### src/hw/rtl/lcas_pkg.sv
package lcas_pkg;

	// Fixed field widths
	localparam int ROW_W     = 64;
	localparam int COL_W     = 7;
	localparam int NBR_CNT_W = 4;

	// Life rule: B3/S23
	localparam logic [NBR_CNT_W-1:0] BIRTH_COUNT   = 4'd3;
	localparam logic [NBR_CNT_W-1:0] SURVIVE_COUNT = 4'd2;

	// Result queue geometry
	localparam int FIFO_DEPTH = 4;
	localparam int FIFO_PTR_W = 2;
	localparam int FIFO_LVL_W = 3;

	// Register port
	localparam int APB_ADDR_W = 2;
	localparam int APB_DATA_W = 32;
	localparam logic [APB_ADDR_W-1:0] REG_GRID_WIDTH = 2'd0;
	localparam logic [COL_W-1:0]      GRID_WIDTH_RESET = 7'd64;

	typedef struct packed {
		logic [ROW_W-1:0] row_cells;
		logic             last_row;
	} row_item_t;

	typedef struct packed {
		logic [ROW_W-1:0] next_row_cells;
		logic             frame_end;
	} res_item_t;

	typedef struct packed {
		logic [FIFO_LVL_W-1:0] level;
		logic                  room2;
	} fifo_status_t;

	// Column c is in use when c < width
	function automatic logic [ROW_W-1:0] width_mask(input logic [COL_W-1:0] w);
		logic [ROW_W-1:0] m;
		m = '0;
		for (int c = 0; c < ROW_W; c++) begin
			m[c] = (COL_W'(c) < w);
		end
		return m;
	endfunction

endpackage

### src/hw/rtl/lcas_cell.sv
module lcas_cell
	import lcas_pkg::*;
(
	input  logic [2:0] up,
	input  logic [2:0] mid,
	input  logic [2:0] down,
	output logic       next_state
);

	logic [NBR_CNT_W-1:0] nbr_cnt;

	// Eight-neighbour count; bit 0 is the left column, bit 2 the right
	assign nbr_cnt = NBR_CNT_W'(up[0]) + NBR_CNT_W'(up[1]) + NBR_CNT_W'(up[2])
		+ NBR_CNT_W'(mid[0]) + NBR_CNT_W'(mid[2])
		+ NBR_CNT_W'(down[0]) + NBR_CNT_W'(down[1]) + NBR_CNT_W'(down[2]);

	// Birth on three, survival on two
	assign next_state = (nbr_cnt == BIRTH_COUNT) || ((nbr_cnt == SURVIVE_COUNT) && mid[1]);

endmodule

### src/hw/rtl/lcas_row_gen.sv
module lcas_row_gen
	import lcas_pkg::*;
#(
	parameter int LANES = 64
) (
	input  logic [LANES-1:0] up_row,
	input  logic [LANES-1:0] mid_row,
	input  logic [LANES-1:0] down_row,
	input  logic [COL_W-1:0] grid_width,
	output logic [ROW_W-1:0] next_row
);

	logic [ROW_W-1:0] full_mask;
	logic [LANES-1:0] col_mask;
	logic [LANES+1:0] up_pad;
	logic [LANES+1:0] mid_pad;
	logic [LANES+1:0] down_pad;
	logic [LANES-1:0] lane_next;

	assign full_mask = width_mask(grid_width);
	assign col_mask  = full_mask[LANES-1:0];

	// Dead border on both sides; pad bit c+1 is column c
	assign up_pad   = {1'b0, up_row & col_mask, 1'b0};
	assign mid_pad  = {1'b0, mid_row & col_mask, 1'b0};
	assign down_pad = {1'b0, down_row & col_mask, 1'b0};

	// One cell per column
	for (genvar c = 0; c < LANES; c++) begin : g_lane
		lcas_cell u_cell (
			.up        (up_pad[c+2:c]),
			.mid       (mid_pad[c+2:c]),
			.down      (down_pad[c+2:c]),
			.next_state(lane_next[c])
		);
	end

	// Merge lanes, clear columns outside the grid
	assign next_row = ROW_W'(lane_next & col_mask);

endmodule

### src/hw/rtl/lcas_res_fifo.sv
module lcas_res_fifo
	import lcas_pkg::*;
(
	input  logic         clk,
	input  logic         arst_n,
	input  logic         push_a,
	input  res_item_t    item_a,
	input  logic         push_b,
	input  res_item_t    item_b,
	input  logic         pop,
	output logic         head_valid,
	output res_item_t    head_item,
	output fifo_status_t status
);

	res_item_t             entries_q [FIFO_DEPTH];
	logic [FIFO_PTR_W-1:0] rd_ptr_q;
	logic [FIFO_PTR_W-1:0] wr_ptr_q;
	logic [FIFO_PTR_W-1:0] wr_ptr_nx1;
	logic [FIFO_LVL_W-1:0] level_q;
	logic [FIFO_LVL_W-1:0] n_push;
	logic                  first_push;
	logic                  second_push;
	logic                  pop_en;
	res_item_t             first_item;

	// Up to two writes per cycle, A ahead of B
	assign first_push  = push_a | push_b;
	assign second_push = push_a & push_b;
	assign first_item  = push_a ? item_a : item_b;
	assign wr_ptr_nx1  = wr_ptr_q + 1'b1;
	assign n_push      = FIFO_LVL_W'(first_push) + FIFO_LVL_W'(second_push);

	assign head_valid   = (level_q != '0);
	assign head_item    = entries_q[rd_ptr_q];
	assign pop_en       = pop & head_valid;
	assign status.level = level_q;
	assign status.room2 = (level_q <= FIFO_LVL_W'(FIFO_DEPTH - 2));

	// Entry storage
	always_ff @(posedge clk) begin
		for (int i = 0; i < FIFO_DEPTH; i++) begin
			if (first_push && (wr_ptr_q == FIFO_PTR_W'(i))) begin
				entries_q[i] <= first_item;
			end else if (second_push && (wr_ptr_nx1 == FIFO_PTR_W'(i))) begin
				entries_q[i] <= item_b;
			end
		end
	end

	// Pointers and fill level
	always_ff @(posedge clk or negedge arst_n) begin
		if (!arst_n) begin
			rd_ptr_q <= '0;
			wr_ptr_q <= '0;
			level_q  <= '0;
		end else begin
			wr_ptr_q <= wr_ptr_q + FIFO_PTR_W'(n_push);
			if (pop_en) begin
				rd_ptr_q <= rd_ptr_q + 1'b1;
			end
			level_q <= level_q + n_push - FIFO_LVL_W'(pop_en);
		end
	end

endmodule

### src/hw/rtl/life_cellular_automaton_step_unit.sv
// Channel  | Handshake                   | Payload
// ---------+-----------------------------+-------------------------------
// row      | row_valid / row_ready       | row_item (row_cells, last_row)
// res      | res_valid / res_ready       | res_item (next_row_cells, frame_end)
// config   | psel, penable, pwrite, ...  | grid_width at address 0
//
// A row is accepted every cycle while the four-entry result queue has two free slots.
// Each row is processed combinationally by a bank of MAX_WIDTH cell lanes (two banks,
// one for the held row and one for a bottom row); results leave the queue one per cycle
// while res_ready is high. A bottom row that follows a held row yields two transactions.
// Reset clears the held rows and sets grid_width to 64; no clearing pass.
// A stalled result side holds the queue; the row side stalls once fewer than two slots remain.
module life_cellular_automaton_step_unit
	import lcas_pkg::*;
#(
	parameter int MAX_WIDTH = 64
) (
	input  logic                  clk,
	input  logic                  arst_n,
	input  logic                  psel,
	input  logic                  penable,
	input  logic                  pwrite,
	input  logic [APB_ADDR_W-1:0] paddr,
	input  logic [APB_DATA_W-1:0] pwdata,
	output logic [APB_DATA_W-1:0] prdata,
	output logic                  pready,
	input  logic                  row_valid,
	output logic                  row_ready,
	input  row_item_t             row_item,
	output logic                  res_valid,
	input  logic                  res_ready,
	output res_item_t             res_item
);

	logic [COL_W-1:0]     grid_width_q;
	logic [MAX_WIDTH-1:0] above_q;
	logic [MAX_WIDTH-1:0] middle_q;
	logic                 middle_valid_q;
	logic [ROW_W-1:0]     full_mask;
	logic [MAX_WIDTH-1:0] col_mask;
	logic [MAX_WIDTH-1:0] row_m;
	logic [MAX_WIDTH-1:0] b_above;
	logic [ROW_W-1:0]     gen_a_row;
	logic [ROW_W-1:0]     gen_b_row;
	logic                 row_fire;
	logic                 push_a;
	logic                 push_b;
	logic                 cfg_wr;
	res_item_t            item_a;
	res_item_t            item_b;
	fifo_status_t         fifo_status;

	// Register port
	assign pready = 1'b1;
	assign cfg_wr = psel & penable & pwrite & pready & (paddr == REG_GRID_WIDTH);

	always_comb begin
		prdata = '0;
		if (paddr == REG_GRID_WIDTH) begin
			prdata = APB_DATA_W'(grid_width_q);
		end
	end

	// Incoming row masked to the current width
	assign full_mask = width_mask(grid_width_q);
	assign col_mask  = full_mask[MAX_WIDTH-1:0];
	assign row_m     = row_item.row_cells[MAX_WIDTH-1:0] & col_mask;
	assign row_fire  = row_valid & row_ready;

	// Held row's next generation, with the new row below
	lcas_row_gen #(.LANES(MAX_WIDTH)) u_gen_a (
		.up_row    (above_q),
		.mid_row   (middle_q),
		.down_row  (row_m),
		.grid_width(grid_width_q),
		.next_row  (gen_a_row)
	);

	// Bottom row's next generation, dead row below
	assign b_above = middle_valid_q ? middle_q : '0;

	lcas_row_gen #(.LANES(MAX_WIDTH)) u_gen_b (
		.up_row    (b_above),
		.mid_row   (row_m),
		.down_row  ('0),
		.grid_width(grid_width_q),
		.next_row  (gen_b_row)
	);

	assign push_a = row_fire & middle_valid_q;
	assign push_b = row_fire & row_item.last_row;

	assign item_a.next_row_cells = gen_a_row;
	assign item_a.frame_end      = 1'b0;
	assign item_b.next_row_cells = gen_b_row;
	assign item_b.frame_end      = 1'b1;

	// Result queue
	lcas_res_fifo u_fifo (
		.clk       (clk),
		.arst_n    (arst_n),
		.push_a    (push_a),
		.item_a    (item_a),
		.push_b    (push_b),
		.item_b    (item_b),
		.pop       (res_ready),
		.head_valid(res_valid),
		.head_item (res_item),
		.status    (fifo_status)
	);

	assign row_ready = fifo_status.room2;

	// Width register and row window
	always_ff @(posedge clk or negedge arst_n) begin
		if (!arst_n) begin
			grid_width_q   <= GRID_WIDTH_RESET;
			above_q        <= '0;
			middle_q       <= '0;
			middle_valid_q <= 1'b0;
		end else begin
			if (cfg_wr) begin
				grid_width_q <= pwdata[COL_W-1:0];
			end
			if (row_fire) begin
				if (row_item.last_row) begin
					above_q        <= '0;
					middle_q       <= '0;
					middle_valid_q <= 1'b0;
				end else begin
					above_q        <= middle_valid_q ? middle_q : '0;
					middle_q       <= row_m;
					middle_valid_q <= 1'b1;
				end
			end
		end
	end

	// A bottom row always leaves a result queued on the next cycle
	assert property (@(posedge clk) disable iff (!arst_n)
		(row_fire && row_item.last_row) |=> res_valid)
		else $error("bottom row produced no queued result");

	// A bottom row closes the frame
	assert property (@(posedge clk) disable iff (!arst_n)
		(row_fire && row_item.last_row) |=> !middle_valid_q)
		else $error("row still held after bottom row");

	// Queue never overfills
	assert property (@(posedge clk) disable iff (!arst_n)
		fifo_status.level <= FIFO_LVL_W'(FIFO_DEPTH))
		else $error("result queue overflow");

	// A held row plus a non-bottom row adds exactly one entry
	assert property (@(posedge clk) disable iff (!arst_n)
		(row_fire && middle_valid_q && !row_item.last_row && !(res_valid && res_ready))
		|=> fifo_status.level == $past(fifo_status.level) + 1'b1)
		else $error("queue level did not advance by one");

endmodule
### config.mk
export PLATFORM = sky130hd
export DESIGN_NAME = life_cellular_automaton_step_unit
export DESIGN_NICKNAME = d
export VERILOG_FILES = /design/src/hw/rtl/lcas_pkg.sv /design/src/hw/rtl/lcas_cell.sv /design/src/hw/rtl/lcas_row_gen.sv /design/src/hw/rtl/lcas_res_fifo.sv /design/src/hw/rtl/life_cellular_automaton_step_unit.sv
export SDC_FILE = /design/constraint.sdc
export NUM_CORES = 2
export LEC_CHECK = 0
export BUFFER_PORTS_ARGS = -buffer_cell sky130_fd_sc_hd__buf_4
export CAP_MARGIN = 20
export CORE_MARGIN = 4
export CORE_UTILIZATION = 50
export CTS_CLUSTER_DIAMETER = 100
export CTS_CLUSTER_SIZE = 12
export DETAILED_ROUTE_END_ITERATION = 10
export MAX_ROUTING_LAYER = met4
export PLACE_DENSITY = 0.67
export RECOVER_POWER = 100
export SLEW_MARGIN = 20
export SYNTH_ARGS = -nofsm -noshare
export SYNTH_HDL_FRONTEND = slang
export SYNTH_SLANG_ARGS = --single-unit
### constraint.sdc
create_clock -name clk -period 8.5 [get_ports clk]
set_clock_uncertainty 0.15 [all_clocks]
set_input_delay 1.275 -clock clk [delete_from_list [all_inputs] [get_ports clk]]
set_output_delay 1.275 -clock clk [all_outputs]
set_load 0.05 [all_outputs]
# Word-level counts from Yosys, hierarchy flattened
# Memories as Yosys holds them, arrays and structs flattened.
# Cells that the tools add are included.
# classes
n_addsub	698
mul	0
div_mod_pow	0
magnitude_cmp	65
eq_ne	262
n_shift	0
n_mux	36
n_bitwise	20
reduce_logical	270
# ops
cell	count
$add 4x1->4	565
$eq 4x2->1 const B	254
$mux 65	7
$and 64x64->64	7
$add 1x1->2	127
$lt 6x7->1 const A	32
$mux 64	3
$logic_and 1x1->1	136
$reduce_or 65->1	2
$logic_or 1x1->1	128
$lt 5x7->1 const A	16
$lt 4x7->1 const A	8
$lt 3x7->1 const A	4
$mux 1	23
$lt 1x7->1 const A	2
$lt 2x7->1 const A	2
$and 1x1->1	8
$eq 2x2->1 const B	4
$mux 7	1
$eq 3x2->1 const B	2
$logic_not 2->1	3
$or 1x1->1	5
$add 2x1->2 const B	2
$eq 2x1->1 const B	2
7 further kinds	8
# word_totals
ff_bits	143
latchBits	0
mem_bits_rw	260
mem_bits_ro	0
in_bits	106
output_inout_bits	100
elab_cells	1359
memories	1
# memory_table
name	words	width	rd	rd_ports_with_merged_regs	wr	line_no	rtl
u_fifo.entries_q	4	65	1	0	2	lcas_res_fifo.sv:16	res_item_t entries_q [FIFO_DEPTH];

# Longest topological paths before layout
# depth
depth_word	16
ltp_mapped	19
ltp_nobuf	17

# By module
# From an unflattened synthesis, not the netlist that was laid out.
# hier_totals
cells_unflattened	5297
area_unflattened_um2	49747.7
# by_module_without_submodules
module	n_inst	cells_each	area_per_inst_um2	seq_area_each_um2
lcas_cell at u_gen_a.g_lane[0].u_cell ...	96	23	185.2	0.0
lcas_res_fifo	1	991	14248.7	7982.7
life_cellular_automaton_step_unit	1	616	6518.8	3404.5
lcas_cell at u_gen_a.g_lane[42].u_cell ...	32	23	200.2	0.0
lcas_row_gen	2	373	2398.6	0.0

# Worst setup path after synthesis
# OpenSTA, ideal clock, no wires.
# synth_timing
path_kind	input -> register
start	input row_valid
end	memory u_fifo.entries_q[1][0] (netlist bit), enable pin
setup_ns	0.585
t_arrival_ns	7.476
t_required_ns	7.765
slack_ns	0.289
stages	8
n_path_buf	3
path_cell_list	clkinv_1 > nor3_4 > buf_2 > buf_2 > ha_1 > clkbuf_1 > nor2_1 > a211oi_1
# synth_lines
element	line_no	rtl
from (decl)	life_cellular_automaton_step_unit.sv:27	input logic row_valid,
to (decl)	lcas_res_fifo.sv:16	

==> results.md <==
* DRT iter0 DRCs at 2305
* Simple logic cell fraction of the synthesized area at 0.102
* Worst Hold Slack at 349 ps
* Setup CP Type: in2reg
* RD Place Congestion at 0.893
* Compound-Gate Fraction of Synth Area at 0.124
* Final setup viols at 0
* Run status: complete, but fails checks
* Switching part of the total at 0.501
* Synth area leaders: edfxtp_1 (21%), fa_1 (21%), dfrtp_1 (9.7%)
* Final setup TNS at 0 ps
* Clock Pin Slew Worst Setup and Hold Paths at 60 ps
* Worst slew pin tran at 4630 ps
* Post-DP HPWL at 74700 µm
* Worst Path Max Fanout at 47
* CTS tree: built
* Share of the synthesized area in the top cell type at 0.213
* Reg-to-reg endpoint: u_fifo.entries_q[3][14]
* Post-CTS sizing at 0
* Cell Int Power at 6.36 mW
* CP max stage cell: clkbuf_1
* Leak at 19.0 nW
* Slowest stage delay, CP at 2650 ps
* Final wirelength at 106000 µm
* Final net count at 4448
* PwrDens at 324 nW/µm²
* R2r startpoint: grid_width_q[6]
* Hold buffers post-CTS at 0
* Synth top cells by count: inv_1 (769), fa_1 (378), nand2_1 (334)
* Syn Inst Count at 3599
* Register area share after synthesis at 0.312
* Largest area contributor in the synthesized netlist: edfxtp_1
* All-Layer GR Usage at 0.281
* Slew Viols, Final at 651
* Die height at 278 µm
* Average vias per placed instance at 5.87
* Die area at 77300 µm²
* Post-Synth XOR/XNOR Area at 0.0123
* Detailed-route via count at 27500
* Flop2flop setup slack at 1520 ps
* Critical Path RT at 8440 ps
* Largest net degree at the start of global routing at 80
* GRT overflow at 0
* CTS max path bufs at 3
* CP arrival at 7150 ps
* Number of CTS-inserted buffers at 41
* Setup Fix Bufs, Post-CTS at 0
* H-tree depth at 2
* Largest family of logic cells by synthesized area: adder cells
* CTS sink cnt at 403
* Worst-skew pair later-pin latency at 580 ps
* Post-synth EDFFs at 259
* Yosys cell types at 83
* Max Cap Viol at 18
* Root buffer cell: clkbuf_16
* IO buf count at 154
* Initial antenna violation count at 2
* Worst IR Drop VDD at 0.000226 V
* Hold Path Depth at 1
* Top FF cell, synth: edfxtp_1
* Vias in the first global route at 27900
* Placement row count at 98
* Share of cells above drive strength 1 at 0.0751
* Comb pwr share at 0.603
* Most common cell in the netlist: inv_1
* Initial Util at 0.507
* Slew headroom at -2.08
* Die X at 278 µm
* Mux cell area share after synthesis at 0.0500
* Hold Crit Start: middle_q[48]
* I/O pin cnt at 206
* Synthesized area at 36500 µm²
* Fin crit share at 0.848
* Worst setup SP type: input pin
* Synth warnings at 0
* Switching power at 6.38 mW
* Synthesis-stage register bit count at 403
* Fin util at 0.547
* Std-Cell Core Area at 71900 µm²
* Min-Delay Path Class: reg2reg
* Global-route wire length before repair at 163000 µm
* Detailed-route DRC error count at 0
* Tot Pwr at 12.7 mW
* Final Hold Fails at 0
* Reg power frac at 0.258
* Post-synthesis adder-cell area fraction at 0.298
* Violated checks: max-capacitance violations, max-slew violations
* Syn Area/Cell at 10.1 µm²
* ANT nets after route at 0
* Wire length per cell at 22.6 µm
* Fmax at 139 MHz
* R2R cell count at 15
* Drt first pass iters at 5
* Crit-path cells: clkbuf_1, clkinv_1, nor3_1, inv_2, clkbuf_1, ha_1, a211oi_1, clkbuf_1
* Area grow syn2layout at 7.89%
* CP Buf/Inv Count at 5
* Cell family with most CP delay: buffers and inverters
* Most Frequent Cell on Critical Path: clkbuf_1
* Clk pwr share at 0.139
* RSZ-0062 raised after global routing: no
* Critical path capture point type: flop
* Hold endpoint: above_q[48]
* FFs w/ async S/R, synth at 0.355
* Tmin final at 7210 ps
* Critical Path Start: row_valid
per-stage QoR:
step / cell area, µm² / instances / worst slack (ps)
finish: 39300 / 4681 / 1290
global route: 39300 / 4681 / 1180
CTS: 39800 / 4678 / 2520
detailed placement: 38600 / 4605 / 2560
global placement: 38600 / 4605 / 2650
floorplan: 36600 / 3623 / 289
per-layer routing:
layer | global-route usage | routed length, µm | vias to the layer above
li1 | - | - | 12300
met1 | 0.357 | 42100 | 13800
met2 | 0.438 | 48800 | 1188
met3 | 0.0639 | 9590 | 260
met4 | 0.118 | 5380 | 0
met5 | - | 0 | -
cell families after synthesis:
group / after synthesis
fa+ha+maj: 643
xor+xnor: 51
mux: 98
other cells: 2
flops: 403
compound gates: 675
simple gates: 786
buf+inv: 941
worst reg2reg max path, cell delays in order, from the launching register on:
cell and delay [ps]:
dfstp_1 890, clkbuf_1 960, or4_1 670, a21boi_0 770, nand2_1 260, inv_1 180, xnor2_1 110, fa_1 500
inv_1 50, fa_1 470, inv_1 50, fa_1 370, inv_1 80, fa_1 390, or4_1 610, o21ai_0 250
how the worst max path moves through the flow:
stage | slack [ps] | cells after the start | end
global placement | 2650 | 13 | u_fifo.entries_q[1][42]
global route | 1180 | 3 | res_item[40]
CTS | 2520 | 13 | u_fifo.entries_q[3][42]
floorplan | 290 | 8 | u_fifo.entries_q[1][0]
detailed placement | 2560 | 13 | u_fifo.entries_q[3][42]
finish | 1290 | 8 | u_fifo.entries_q[3][39]
flip-flops by register name (all words and copies together) (netlist names):
| register | flops |
|---|---|
| u_fifo.wr_ptr_q | 2 |
| middle_q | 64 |
| grid_width_q | 7 |
| u_fifo.entries_q | 260 |
| u_fifo.level_q | 3 |
| middle_valid_q | 1 |
| above_q | 64 |
| u_fifo.rd_ptr_q | 2 |
area by class of cell:
type,instances,area (µm²)
Fill cell,6489,32500
Multi-Input combinational cell,2279,21500
Sequential cell,403,11400
Inverter,777,2920
Tap cell,950,1190
Timing Repair Buffer,197,1160
Clock buffer,67,1120
Clock inverter,6,63.8
Antenna cell,2,5.00
power by group through the flow:
| stage | logic (mW) | registers [mW] | clock network, mW |
|---|---|---|---|
| after floorplan | 5.79 | 3.10 | 0 |
| after global placement | 7.66 | 3.28 | 0 |
| after detailed placement | 7.87 | 3.29 | 0 |
| after CTS | 7.92 | 3.26 | 1.79 |
| after global routing | 8.59 | 3.35 | 1.87 |
| final | 7.68 | 3.28 | 1.77 |
cell usage in the layout, fill, tap and decap left out, types with 21 or more instances in the layout:
cell and count:
o21bai_1 42, conb_1 26, nor2_1 151, edfxtp_1 259, fa_1 378, a22o_1 89
mux4_2 65, nor2b_1 30, o2111ai_1 39, and3_1 26, ha_1 265, nor3_1 38
clkbuf_16 41, and2_1 40, nand2_1 334, xor2_1 34, o22ai_1 154, clkbuf_1 111
inv_1 773, a21oi_1 57, nand3_1 50, buf_4 111, dfrtp_1 140, nand4_1 21
o21ai_0 174
Power figures use the tool's default switching activity.
